### config.mk
export PLATFORM = sky130hd
export DESIGN_NAME = multi_channel_servo_pwm_flat
export DESIGN_NICKNAME = d
export VERILOG_FILES = /design/src/rtl/core/mcsp_pkg.sv /design/src/rtl/core/mcsp_if.sv /design/src/rtl/core/mcsp_frame_seq.sv /design/src/rtl/core/multi_channel_servo_pwm.sv /design/src/flat_wrapper.sv
export SDC_FILE = /design/constraint.sdc
export NUM_CORES = 1
export LEC_CHECK = 0
export BUFFER_PORTS_ARGS = -buffer_cell sky130_fd_sc_hd__buf_2
export CAP_MARGIN = 20
export CORE_MARGIN = 2
export CORE_UTILIZATION = 67
export CTS_BUF_LIST = sky130_fd_sc_hd__clkbuf_8
export DETAILED_ROUTE_END_ITERATION = 8
export PLACE_DENSITY_LB_ADDON = 0.12
export SYNTH_ARGS = -nofsm -noshare
export SYNTH_HDL_FRONTEND = slang
export SYNTH_HIERARCHICAL = 1
export SYNTH_SLANG_ARGS = --single-unit
### constraint.sdc
create_clock -name clk -period 12.11 [get_ports clk]
set_input_delay 1.8165 -clock clk [delete_from_list [all_inputs] [get_ports clk]]
set_output_delay 1.8165 -clock clk [all_outputs]
set_load 0.005 [all_outputs]
### src/rtl/core/mcsp_pkg.sv
`default_nettype none

package mcsp_pkg;

	localparam int CHANNELS_DEF       = 16;
	localparam int POSITION_RANGE_DEF = 128;

	localparam int PIN_W   = 16;
	localparam int CH_W    = 4;
	localparam int POS_W   = 7;
	localparam int PHASE_W = 2;
	localparam int STEP_W  = 12;
	localparam int LEAD_W  = 8;
	localparam int SLOT_W  = 7;
	localparam int TAIL_W  = 12;
	localparam int CFG_IDX_W  = 2;
	localparam int CFG_DATA_W = 16;

	localparam logic [PHASE_W-1:0] PHASE_LEAD = 2'd0;
	localparam logic [PHASE_W-1:0] PHASE_SLOT = 2'd1;
	localparam logic [PHASE_W-1:0] PHASE_TAIL = 2'd2;

	localparam logic ACT_TICK  = 1'b0;
	localparam logic ACT_WRITE = 1'b1;

	localparam logic [CFG_IDX_W-1:0] CFG_OUTPUT_ENABLE = 2'd0;
	localparam logic [CFG_IDX_W-1:0] CFG_LEAD_TICKS    = 2'd1;
	localparam logic [CFG_IDX_W-1:0] CFG_SLOT_COUNT    = 2'd2;
	localparam logic [CFG_IDX_W-1:0] CFG_TAIL_TICKS    = 2'd3;

	localparam logic [PIN_W-1:0]  ENABLE_RST = 16'd0;
	localparam logic [LEAD_W-1:0] LEAD_RST   = 8'd29;
	localparam logic [SLOT_W-1:0] SLOT_RST   = 7'd115;
	localparam logic [TAIL_W-1:0] TAIL_RST   = 12'd1008;

	typedef struct packed {
		logic [PHASE_W-1:0] phase;
		logic [STEP_W-1:0]  step;
	} frame_t;

	typedef struct packed {
		logic [LEAD_W-1:0] lead_ticks;
		logic [SLOT_W-1:0] slot_count;
		logic [TAIL_W-1:0] tail_ticks;
	} frame_cfg_t;

endpackage

`default_nettype wire

### src/rtl/core/mcsp_if.sv
`default_nettype none

interface mcsp_item_if import mcsp_pkg::*; ();
	logic             valid;
	logic             ready;
	logic             action;
	logic [CH_W-1:0]  channel;
	logic [POS_W-1:0] position;

	modport source (output valid, output action, output channel, output position, input ready);
	modport sink (input valid, input action, input channel, input position, output ready);
endinterface

interface mcsp_result_if import mcsp_pkg::*; ();
	logic               valid;
	logic               ready;
	logic [PIN_W-1:0]   pins;
	logic [PHASE_W-1:0] phase;

	modport source (output valid, output pins, output phase, input ready);
	modport sink (input valid, input pins, input phase, output ready);
endinterface

interface mcsp_cfg_if import mcsp_pkg::*; ();
	logic                  valid;
	logic                  ready;
	logic [CFG_IDX_W-1:0]  index;
	logic [CFG_DATA_W-1:0] data;

	modport source (output valid, output index, output data, input ready);
	modport sink (input valid, input index, input data, output ready);
endinterface

`default_nettype wire

### src/rtl/core/mcsp_frame_seq.sv
`default_nettype none

module mcsp_frame_seq import mcsp_pkg::*; (
	input  wire logic       clk,
	input  wire logic       arst_n,
	input  wire logic       tick,
	input  wire frame_cfg_t frame_cfg,
	output frame_t          frame_next
);

	logic [PHASE_W-1:0] phase_q;
	logic [STEP_W-1:0]  step_q;
	logic [STEP_W-1:0]  step_inc;
	logic [STEP_W-1:0]  raw_len;
	logic [STEP_W-1:0]  phase_len;

	always_comb begin
		case (phase_q)
			PHASE_LEAD: raw_len = STEP_W'(frame_cfg.lead_ticks);
			PHASE_SLOT: raw_len = STEP_W'(frame_cfg.slot_count);
			default:    raw_len = frame_cfg.tail_ticks;
		endcase
		phase_len = (raw_len == '0) ? STEP_W'(1) : raw_len;
		step_inc  = step_q + STEP_W'(1);
	end

	always_comb begin
		frame_next.phase = phase_q;
		frame_next.step  = step_q;
		if (tick) begin
			if (phase_q != PHASE_LEAD && phase_q != PHASE_SLOT && phase_q != PHASE_TAIL) begin
				frame_next.phase = PHASE_LEAD;
				frame_next.step  = '0;
			end else if (step_inc >= phase_len) begin
				frame_next.step  = '0;
				frame_next.phase = (phase_q == PHASE_TAIL) ? PHASE_LEAD
					: phase_q + PHASE_W'(1);
			end else begin
				frame_next.step = step_inc;
			end
		end
	end

	always_ff @(posedge clk or negedge arst_n) begin
		if (!arst_n) begin
			phase_q <= PHASE_LEAD;
			step_q  <= '0;
		end else begin
			phase_q <= frame_next.phase;
			step_q  <= frame_next.step;
		end
	end

endmodule

`default_nettype wire

### src/rtl/core/multi_channel_servo_pwm.sv
// datapath: an accepted transaction passes the input register, then the result register
// throughput: one transaction per cycle while results are taken; result register
// and input register decouple the two sides so either can stall without a bubble
// reset: asynchronous active low; frame starts in the lead phase at step zero,
// positions zero, outputs disabled, phase lengths at their default values
`default_nettype none

module multi_channel_servo_pwm import mcsp_pkg::*; #(
	parameter int CHANNELS       = CHANNELS_DEF,
	parameter int POSITION_RANGE = POSITION_RANGE_DEF
) (
	input  wire logic     clk,
	input  wire logic     arst_n,
	mcsp_item_if.sink     item_in,
	mcsp_result_if.source result_out,
	mcsp_cfg_if.sink      cfg
);

	localparam int NPIN   = (CHANNELS < PIN_W) ? CHANNELS : PIN_W;
	localparam int STO_W  = (POSITION_RANGE >= (1 << POS_W)) ? POS_W : $clog2(POSITION_RANGE);
	localparam int SAT_W  = 11;
	localparam logic [SAT_W-1:0] POS_MAX = SAT_W'(POSITION_RANGE - 1);

	logic [PIN_W-1:0] enable_q;
	frame_cfg_t       frame_cfg_q;

	logic             valid_s1;
	logic             action_s1;
	logic [CH_W-1:0]  channel_s1;
	logic [POS_W-1:0] position_s1;

	logic               out_valid_q;
	logic [PIN_W-1:0]   pins_q;
	logic [PHASE_W-1:0] phase_q;

	logic [STO_W-1:0] pos_q [NPIN];
	logic [STO_W-1:0] pos_sat;
	logic             advance;
	logic             wr_s1;
	frame_t           frame_next;
	logic [PIN_W-1:0] pins_next;

	assign cfg.ready = 1'b1;

	always_ff @(posedge clk or negedge arst_n) begin
		if (!arst_n) begin
			enable_q    <= ENABLE_RST;
			frame_cfg_q <= '{lead_ticks: LEAD_RST, slot_count: SLOT_RST, tail_ticks: TAIL_RST};
		end else if (cfg.valid) begin
			unique case (cfg.index)
				CFG_OUTPUT_ENABLE: enable_q <= cfg.data;
				CFG_LEAD_TICKS:    frame_cfg_q.lead_ticks <= cfg.data[LEAD_W-1:0];
				CFG_SLOT_COUNT:    frame_cfg_q.slot_count <= cfg.data[SLOT_W-1:0];
				CFG_TAIL_TICKS:    frame_cfg_q.tail_ticks <= cfg.data[TAIL_W-1:0];
				default: ;
			endcase
		end
	end

	// input register
	assign advance       = valid_s1 && (!out_valid_q || result_out.ready);
	assign item_in.ready = !valid_s1 || advance;

	always_ff @(posedge clk or negedge arst_n) begin
		if (!arst_n) begin
			valid_s1 <= 1'b0;
		end else if (item_in.ready) begin
			valid_s1 <= item_in.valid;
		end
	end

	always_ff @(posedge clk) begin
		if (item_in.ready && item_in.valid) begin
			action_s1   <= item_in.action;
			channel_s1  <= item_in.channel;
			position_s1 <= item_in.position;
		end
	end

	mcsp_frame_seq u_frame_seq (
		.clk        (clk),
		.arst_n     (arst_n),
		.tick       (advance && action_s1 == ACT_TICK),
		.frame_cfg  (frame_cfg_q),
		.frame_next (frame_next)
	);

	assign wr_s1 = advance && action_s1 == ACT_WRITE;

	always_comb begin
		if (SAT_W'(position_s1) > POS_MAX) begin
			pos_sat = STO_W'(POS_MAX);
		end else begin
			pos_sat = STO_W'(position_s1);
		end
	end

	// position store and per channel compare against the step after this transaction
	always_comb begin
		pins_next = '0;
		for (int n = 0; n < NPIN; n++) begin
			logic [STO_W-1:0] pos_eff;
			pos_eff = (wr_s1 && channel_s1 == CH_W'(n)) ? pos_sat : pos_q[n];
			if (frame_next.phase == PHASE_LEAD) begin
				pins_next[n] = 1'b1;
			end else if (frame_next.phase == PHASE_SLOT) begin
				pins_next[n] = frame_next.step < STEP_W'(pos_eff);
			end
		end
		pins_next = pins_next & enable_q;
	end

	always_ff @(posedge clk or negedge arst_n) begin
		if (!arst_n) begin
			for (int n = 0; n < NPIN; n++) begin
				pos_q[n] <= '0;
			end
		end else if (wr_s1) begin
			for (int n = 0; n < NPIN; n++) begin
				if (channel_s1 == CH_W'(n)) begin
					pos_q[n] <= pos_sat;
				end
			end
		end
	end

	// result register
	always_ff @(posedge clk or negedge arst_n) begin
		if (!arst_n) begin
			out_valid_q <= 1'b0;
		end else if (advance) begin
			out_valid_q <= 1'b1;
		end else if (result_out.ready) begin
			out_valid_q <= 1'b0;
		end
	end

	always_ff @(posedge clk) begin
		if (advance) begin
			pins_q  <= pins_next;
			phase_q <= frame_next.phase;
		end
	end

	assign result_out.valid = out_valid_q;
	assign result_out.pins  = pins_q;
	assign result_out.phase = phase_q;

endmodule

`default_nettype wire

### src/flat_wrapper.sv
// flat-port wrapper written by rule: the top's interface ports become plain ports
module multi_channel_servo_pwm_flat import mcsp_pkg::*;
#(
	parameter int CHANNELS       = CHANNELS_DEF,
	parameter int POSITION_RANGE = POSITION_RANGE_DEF
)
  (clk, arst_n, item_in_valid, item_in_action, item_in_channel, item_in_position, item_in_ready, result_out_valid, result_out_pins, result_out_phase, result_out_ready, cfg_valid, cfg_index, cfg_data, cfg_ready);
  mcsp_item_if item_in_i ();
  mcsp_result_if result_out_i ();
  mcsp_cfg_if cfg_i ();
  input  wire logic clk;
  input  wire logic arst_n;
  input wire logic [$bits(item_in_i.valid)-1:0] item_in_valid;
  input wire logic [$bits(item_in_i.action)-1:0] item_in_action;
  input wire logic [$bits(item_in_i.channel)-1:0] item_in_channel;
  input wire logic [$bits(item_in_i.position)-1:0] item_in_position;
  output wire logic [$bits(item_in_i.ready)-1:0] item_in_ready;
  output wire logic [$bits(result_out_i.valid)-1:0] result_out_valid;
  output wire logic [$bits(result_out_i.pins)-1:0] result_out_pins;
  output wire logic [$bits(result_out_i.phase)-1:0] result_out_phase;
  input wire logic [$bits(result_out_i.ready)-1:0] result_out_ready;
  input wire logic [$bits(cfg_i.valid)-1:0] cfg_valid;
  input wire logic [$bits(cfg_i.index)-1:0] cfg_index;
  input wire logic [$bits(cfg_i.data)-1:0] cfg_data;
  output wire logic [$bits(cfg_i.ready)-1:0] cfg_ready;
  assign item_in_i.valid = item_in_valid;
  assign item_in_i.action = item_in_action;
  assign item_in_i.channel = item_in_channel;
  assign item_in_i.position = item_in_position;
  assign item_in_ready = item_in_i.ready;
  assign result_out_valid = result_out_i.valid;
  assign result_out_pins = result_out_i.pins;
  assign result_out_phase = result_out_i.phase;
  assign result_out_i.ready = result_out_ready;
  assign cfg_i.valid = cfg_valid;
  assign cfg_i.index = cfg_index;
  assign cfg_i.data = cfg_data;
  assign cfg_ready = cfg_i.ready;
  multi_channel_servo_pwm #(.CHANNELS(CHANNELS), .POSITION_RANGE(POSITION_RANGE)) u_core (.clk(clk), .arst_n(arst_n), .item_in(item_in_i), .result_out(result_out_i), .cfg(cfg_i));
endmodule
==> impl_metrics.csv, run 1 <==
group,metric,value,unit
detailed_routing,via_per_inst,6.183,
clock_network,clock-root-buffer,"clkbuf_8",
setup_path,path_class,"reg2reg",
synth,netlist.area_leader.share,33.82,%
global_routing,grt_pass1_wl,43.13,mm
finish,syn2layout_area_growth,10.05,%
power,combPwrFrac,41.0,%
detailed_routing,drt_iter0_drc,564,
sta,post-route-period-util,44.19,%
detailed_routing,vias,8056,
clock_network,cts_buffers,36,
detailed_routing,firstDrtPassIters,6,
global_routing,track_usage,30.79,%
sta,layout_min_cycle_time,5.352,ns
power,switching_power,956.8,uW
status,status,"complete, no violations",
power,finalPower,2.629,mW
sta,finClkSkew,0.03354,ns
finish,mostFrequentLayoutCell,"dfrtp_1",
sta,fmaxAchievable,186.9,MHz
sta,drv_slew,0,
global_routing,antenna_found_initial,1,
clock_network,clkLatencyLatePin,0.53,ns
floorplan,rows,47,
power,intPower,1.672,mW
clock_network,cts_tree,"built",
synth,synth_warnings,6,
floorplan,die_h,135.3,um
sta,rsz0062_at_grt,"false",
detailed_routing,drc,0,
synth,syn-instance-count,1001,
synth,synth.avg_cell_area,11.53,um2
floorplan,io-pin-count,56,
synth,ys_seq_area_share,45.04,%
global_routing,grt_max_degree,99,
clock_network,cts-htree-levels,2,
placement,detailed_place_hpwl,17.59,mm
worst_hold_path,hp-class,"reg2reg",
setup_path,required,12.36,ns
sta,tightest_slew,1.065,ns
finish,final_area,12700,um2
sta,hold_viol_final,0,
floorplan,core_area,16700,um2
finish,layout_common_cells,"dfrtp_1, mux2_2, inv_1",
power,p_clk_share,23.8,%
setup_path,cp.arrival,5.60,ns
synth,synth.distinct_cells,63,
setup_path,crit_chain,"mux2i_1 > nor2_1 > a21oi_1 > nand3_1 > o31ai_1 > ha_1 > nor3b_1 > o21ai_1 > a21oi_2 > nand4_1 > mux2i_1 > inv_1 > a32o_1 > a21oi_1 > o21ai_0",
synth,synth-edff-count,30,
setup_path,crit_buf_inv,1,
detailed_routing,antenna_left,0,
finish,layout-drive-gt1-share,29.18,%
clock_network,post_cts_buffers,0,
sta,tns,0,ns
floorplan,die_w,135.3,um
floorplan,die_area,18290,um2
detailed_routing,drt-wirelength-per-cell,20.61,um
synth,synth-main-ff-cell,"dfrtp_1",
job,max_cap_violations,0,
synth,synth_area,11540,um2
sta,relSlewSlack,29.03,%
setup_path,critPathMaxFanout,16,
power,p_per_area,207.0,nW/um2
floorplan,initial_core_util,69.11,%
synth,synth_area_leaders,"dfrtp_1, ha_1, mux2_2, edfxtp_1, dfstp_2",
synth,ys_ff_latch,201,
finish,nNetsFinal,1200,
setup_path,cp_top_family,"compound AO/OA/AOI/OAI gates",
placement,port_buffers,54,
sta,setup_violations,0,
detailed_routing,drt-total-wl,26.86,mm
power,p_sw_share,36.40,%
clock_network,clkTransAtPathRegs,0.06,ns
power,ir_worst_vdd,0.1469,mV
power,p_leak,6.043,nW
synth,async_flop_share,85.07,%
finish,antenna_cells,0,
global_routing,grt.overflow.total,0,
synth,yosysTopAreaCell,"dfrtp_1",
clock_network,cts.sinks,201,
setup_path,end_kind,"flop",
clock_network,hold_buffers,0,
clock_network,cts_resized,0,
setup_path,cpPeakStageDelay,0.72,ns
setup_path,crit_slowest_cell,"dfrtp_1",
placement,placed_cell_area,11960,um2
setup_path,start_kind,"flop",
clock_network,ctsLongestPathBuffers,3,
power,sequentialPowerShare,35.1,%
placement,gp_congestion,0.8384,
synth,synth_fp_nets,1145,
global_routing,first_global_vias,8188,
worst register-to-register path, stage by stage, from the launching register on:
cell	delay, ns
dfrtp_1	0.72
mux2i_1	0.27
nor2_1	0.06
a21oi_1	0.24
nand3_1	0.14
o31ai_1	0.29
ha_1	0.27
nor3b_1	0.18
o21ai_1	0.13
a21oi_2	0.22
nand4_1	0.58
mux2i_1	0.70
inv_1	0.57
a32o_1	0.40
a21oi_1	0.21
o21ai_0	0.12
routing by layer:
metal,GRT usage (%),vias to the layer above,share of wire [%]
met5,0,-,0
met4,10.59,0,3.0
met3,5.537,59,7.3
met1,43.21,3972,44
met2,48.82,283,45
li1,-,3742,-
area by class of cell:
| cell class | count | area, um2 |
|---|---|---|
| Fill cell | 1144 | 3999 |
| Timing Repair Buffer | 69 | 396.6 |
| Sequential cell | 201 | 5199 |
| Multi-Input combinational cell | 629 | 5667 |
| Inverter | 119 | 446.7 |
| Tap cell | 220 | 275.3 |
| Clock inverter | 24 | 153.9 |
| Clock buffer | 41 | 564.3 |
metrics by stage:
stage | utilization [%] | setup WS, ns | std cells | hold WS [ns]
2_1_floorplan | - | 6.800 | 1001 | 0.4611
3_3_place_gp | 71.62 | 6.512 | 1236 | 0.4723
3_5_place_dp | 71.62 | 6.401 | 1236 | 0.4811
4_1_cts | 75.92 | 6.689 | 1301 | 0.4935
5_1_grt | 76.06 | 6.479 | 1303 | 0.5027
6_report | 76.06 | 6.758 | 1303 | 0.4914
Yosys cell counts, types with 3 or more instances:
| cell | count |
|---|---|
| nor2_1 | 16 |
| nand3_1 | 5 |
| inv_2 | 18 |
| buf_6 | 6 |
| nand4bb_1 | 5 |
| buf_2 | 16 |
| nor3b_1 | 3 |
| inv_1 | 101 |
| mux2i_1 | 14 |
| nor4_1 | 18 |
| and2_1 | 3 |
| edfxtp_1 | 30 |
| buf_1 | 3 |
| and3_1 | 3 |
| mux2_1 | 9 |
| dfstp_2 | 15 |
| a21o_1 | 13 |
| mux2_4 | 22 |
| nor2b_1 | 16 |
| o21ai_0 | 15 |
| and4b_1 | 14 |
| nand4_1 | 47 |
| o32ai_1 | 3 |
| a311oi_1 | 11 |
| or4b_1 | 4 |
| o2111ai_1 | 3 |
| mux2_2 | 121 |
| a32o_1 | 4 |
| dfrtp_1 | 156 |
| o22ai_1 | 10 |
| o21ai_1 | 5 |
| nor3_2 | 3 |
| nand2b_1 | 17 |
| a21oi_1 | 32 |
| a2bb2oi_1 | 12 |
| xnor2_1 | 10 |
| nand4b_1 | 8 |
| nand2_1 | 39 |
| clkbuf_1 | 24 |
| ha_1 | 109 |
| or3_1 | 13 |
cells by family (layout without fill, tap and decap cells):
group | count (synthesis) | after routing | share of synthesized area [%]
simple gates | 227 | 227 | 12.40
xor+xnor | 10 | 10 | 0.7588
mux | 166 | 166 | 16.76
other cells | 1 | 1 | 0.03249
flops | 201 | 201 | 45.04
buf+inv | 171 | 253 | 6.309
compound gates | 116 | 116 | 6.883
fa+ha+maj | 109 | 109 | 11.82
final timing paths:
path / from / to / slack (ns) / cells after the start
max: u_core/u_frame_seq/phase_q[0]$_DFF_PN0_ / u_core/result_out.pins[10]$_DFFE_PN_ / 6.76 / 15
min in group asynchronous: arst_n / u_core/frame_cfg_q[25]$_DFFE_PN0P_ / 1.41 / 1
max reg2reg: u_core/u_frame_seq/phase_q[0]$_DFF_PN0_ / u_core/result_out.pins[10]$_DFFE_PN_ / 6.76 / 15
min reg2reg: u_core/pos_q[59]$_DFFE_PN0P_ / u_core/pos_q[59]$_DFFE_PN0P_ / 0.49 / 1
max in group asynchronous: arst_n / u_core/u_frame_seq/step_q[0]$_DFF_PN0_ / 9.19 / 2
min: u_core/pos_q[59]$_DFFE_PN0P_ / u_core/pos_q[59]$_DFFE_PN0P_ / 0.49 / 1
power by group through the flow:
| stage | Clock, mW | Sequential, mW | Combinational (mW) |
|---|---|---|---|
| 2_1_floorplan | 0 | 0.890 | 0.802 |
| 3_3_place_gp | 0 | 0.927 | 1.02 |
| 3_5_place_dp | 0 | 0.933 | 1.06 |
| 4_1_cts | 0.640 | 0.923 | 1.06 |
| 5_1_grt | 0.671 | 0.938 | 1.21 |
| 6_report | 0.626 | 0.924 | 1.08 |
registers in the layout, indices dropped and copies added, names as in the netlist, 2 cells and up:
signal                      flops
u_core/pos_q                  112
u_core/u_frame_seq/phase_q      2
u_core/pos_sat                  7
u_core/channel_s1               4
u_core/result_out.phase         2
u_core/u_frame_seq/step_q      12
u_core/result_out.pins         16
u_core/frame_cfg_q             27
u_core/enable_q                16
(Power assumes the default switching activity.)
==> run 2: changes to the inputs <==
--- a/config.mk
+++ b/config.mk
@@ -8,7 +8,7 @@
 export BUFFER_PORTS_ARGS = -buffer_cell sky130_fd_sc_hd__buf_2
 export CAP_MARGIN = 20
 export CORE_MARGIN = 2
-export CORE_UTILIZATION = 67
+export CORE_UTILIZATION = 64
 export CTS_BUF_LIST = sky130_fd_sc_hd__clkbuf_8
 export DETAILED_ROUTE_END_ITERATION = 8
 export PLACE_DENSITY_LB_ADDON = 0.12
==> constraint.sdc (replaced) <==
create_clock -name clk -period 5.3 [get_ports clk]
set_input_delay 0.795 -clock clk [delete_from_list [all_inputs] [get_ports clk]]
set_output_delay 0.795 -clock clk [all_outputs]
set_load 0.005 [all_outputs]
==> run 2 against run 1 <==
  * Cell count up 0.92%
  * Non-clock buffer count rose by 3
  * Wire length grew 0.55%
  * Combinational power rose by 120%
  * Via count decreased by 1.4%
  * Largest cell class unchanged
==> impl_metrics.csv, run 2 (same netlist as run 1, synthesis figures left out) <==
group,metric,value,unit
status,status,"complete, no violations",
floorplan,die_h,138.3,um
detailed_routing,drt-total-wl,27.01,mm
setup_path,crit_chain,"mux2i_1 > nor2_1 > a21oi_1 > nand3_1 > o31ai_1 > ha_1 > nor3b_1 > o21ai_1 > a21oi_2 > nand4_1 > buf_4 > mux2i_1 > buf_4 > nand2b_1 > nor4_1 > a311oi_1 > o21ai_0",
finish,num-fill-cells,1346,
clock_network,cts-htree-levels,2,
clock_network,post_cts_buffers,0,
detailed_routing,drt_iter0_drc,567,
clock_network,cts.sinks,201,
finish,layout-drive-gt1-share,29.19,%
setup_path,end_kind,"flop",
sta,rsz0062_at_grt,"false",
job,max_cap_violations,0,
floorplan,io-pin-count,56,
finish,syn2layout_area_growth,10.12,%
clock_network,cts_resized,0,
setup_path,r2r-end,"u_core/result_out.pins[15]$_DFFE_PN_",
clock_network,clock-root-buffer,"clkbuf_8",
setup_path,crit_slowest_cell,"dfrtp_1",
global_routing,grt_max_degree,77,
power,finalPower,5.940,mW
detailed_routing,drt-wirelength-per-cell,20.54,um
setup_path,crit_buf_inv,2,
setup_path,rr_worst_depth,17,
power,p_leak,6.021,nW
floorplan,die_w,138.3,um
setup_path,required,5.55,ns
detailed_routing,antenna_left,0,
setup_path,r2r_slack,0.79,ns
sta,hold_viol_final,0,
finish,final_util,71.25,%
clock_network,cts_buffers,36,
clock_network,clkTransAtPathRegs,0.06,ns
global_routing,first_global_vias,8046,
clock_network,cts_tree,"built",
finish,largest_reg_flops,112,
worst_hold_path,hp-class,"in2async",
global_routing,track_usage,28.65,%
setup_path,critPathMaxFanout,14,
clock_network,clkLatencyLatePin,0.54,ns
sta,tns,0,ns
sta,fmaxAchievable,221.8,MHz
power,ir_worst_vdd,0.2888,mV
sta,tightest_slew,1.054,ns
sta,setup_violations,0,
floorplan,initial_core_util,64.70,%
setup_path,r2r_start,"u_core/u_frame_seq/phase_q[0]$_DFF_PN0_",
placement,port_buffers,54,
sta,finClkSkew,0.03142,ns
finish,mostFrequentLayoutCell,"dfrtp_1",
detailed_routing,drc,0,
finish,nNetsFinal,1203,
sta,drv_slew,0,
setup_path,cpPeakStageDelay,0.71,ns
global_routing,grt.overflow.total,0,
finish,final_area,12710,um2
setup_path,cp_top_family,"compound AO/OA/AOI/OAI gates",
power,p_per_area,467.3,nW/um2
detailed_routing,vias,7940,
clock_network,ctsLongestPathBuffers,3,
setup_path,path_class,"reg2reg",
detailed_routing,via_per_inst,6.038,
global_routing,grt_pass1_wl,43.11,mm
finish,layout_common_cells,"dfrtp_1, mux2_2, inv_1",
sta,relSlewSlack,29.73,%
placement,gp_congestion,0.8317,
placement,placed_cell_area,12010,um2
clock_network,hold_buffers,0,
finish,antenna_cells,0,
finish,reg.largest.list,"u_core/pos_q: 112 flops, u_core/frame_cfg_q: 27 flops",
setup_path,cp.arrival,4.76,ns
sta,layout_min_cycle_time,4.508,ns
sta,whs,0.2913,ns
detailed_routing,firstDrtPassIters,5,
floorplan,rows,49,
global_routing,antenna_found_initial,0,
placement,detailed_place_hpwl,17.44,mm
setup_path,start_kind,"flop",
floorplan,core_area,17840,um2
floorplan,die_area,19130,um2
finish,regMostFlops,"u_core/pos_q",
sta,post-route-period-util,85.05,%
## run 2: cell types whose count changed in the layout (fill, tap and decap cells not counted), sizes merged
| cell | previous run | this run |
|---|---|---|
| bufinv | 2 | 0 |
| clkbuf | 41 | 45 |
| clkinvlp | 0 | 2 |
| clkinv | 5 | 6 |
| inv | 136 | 131 |
| buf | 69 | 72 |
## run 2: through the flow
| step | cells | worst slack (ns) |
|---|---|---|
| floorplan | 1001 | 1.011 |
| global placement | 1250 | 0.9760 |
| detailed placement | 1250 | 0.8589 |
| CTS | 1315 | 0.8256 |
| global route | 1315 | 0.4710 |
| finish | 1315 | 0.7924 |
## run 2: area by class of cell
| cell class | count | area (um2) | area share, % |
|---|---|---|---|
| well taps | 229 | 286.5 | 2.254 |
| clock buffers | 45 | 619.3 | 4.873 |
| repair buffers | 72 | 411.6 | 3.239 |
| clock inverters | 20 | 83.83 | 0.6595 |
| flip-flops and latches | 201 | 5199 | 40.90 |
| inverters | 119 | 446.7 | 3.514 |
| multi-input cells | 629 | 5664 | 44.56 |
## run 2: routing by layer
metal	wire (um)	global-route usage, %	part of all wire, %	vias up
met3	1460	4.641	5.4	50
li1	-	-	-	3743
met2	12460	45.21	46	243
met4	558	9.237	2.1	0
met5	0	0	0	-
met1	12530	41.02	46	3904
## run 2: how the worst max path moves through the flow
stage,from,end,cells past startpoint
after global placement,u_core/u_frame_seq/phase_q[0]$_DFF_PN0_,u_core/result_out.pins[15]$_DFFE_PN_,17
after global routing,u_core/u_frame_seq/phase_q[0]$_DFF_PN0_,u_core/result_out.pins[15]$_DFFE_PN_,17
after floorplan,result_out_ready,u_core/result_out.pins[10]$_DFFE_PN_,13
final,u_core/u_frame_seq/phase_q[0]$_DFF_PN0_,u_core/result_out.pins[15]$_DFFE_PN_,17
after detailed placement,u_core/u_frame_seq/phase_q[0]$_DFF_PN0_,u_core/result_out.pins[15]$_DFFE_PN_,17
after CTS,u_core/u_frame_seq/phase_q[0]$_DFF_PN0_,u_core/result_out.pins[15]$_DFFE_PN_,17
## run 2: power by group
part	switching (mW)	leakage, nW	internal, mW	total [mW]
sequential	0.209	2.44	1.90	2.11
clock	0.631	0.400	0.763	1.39
combinational	1.32	3.18	1.11	2.43
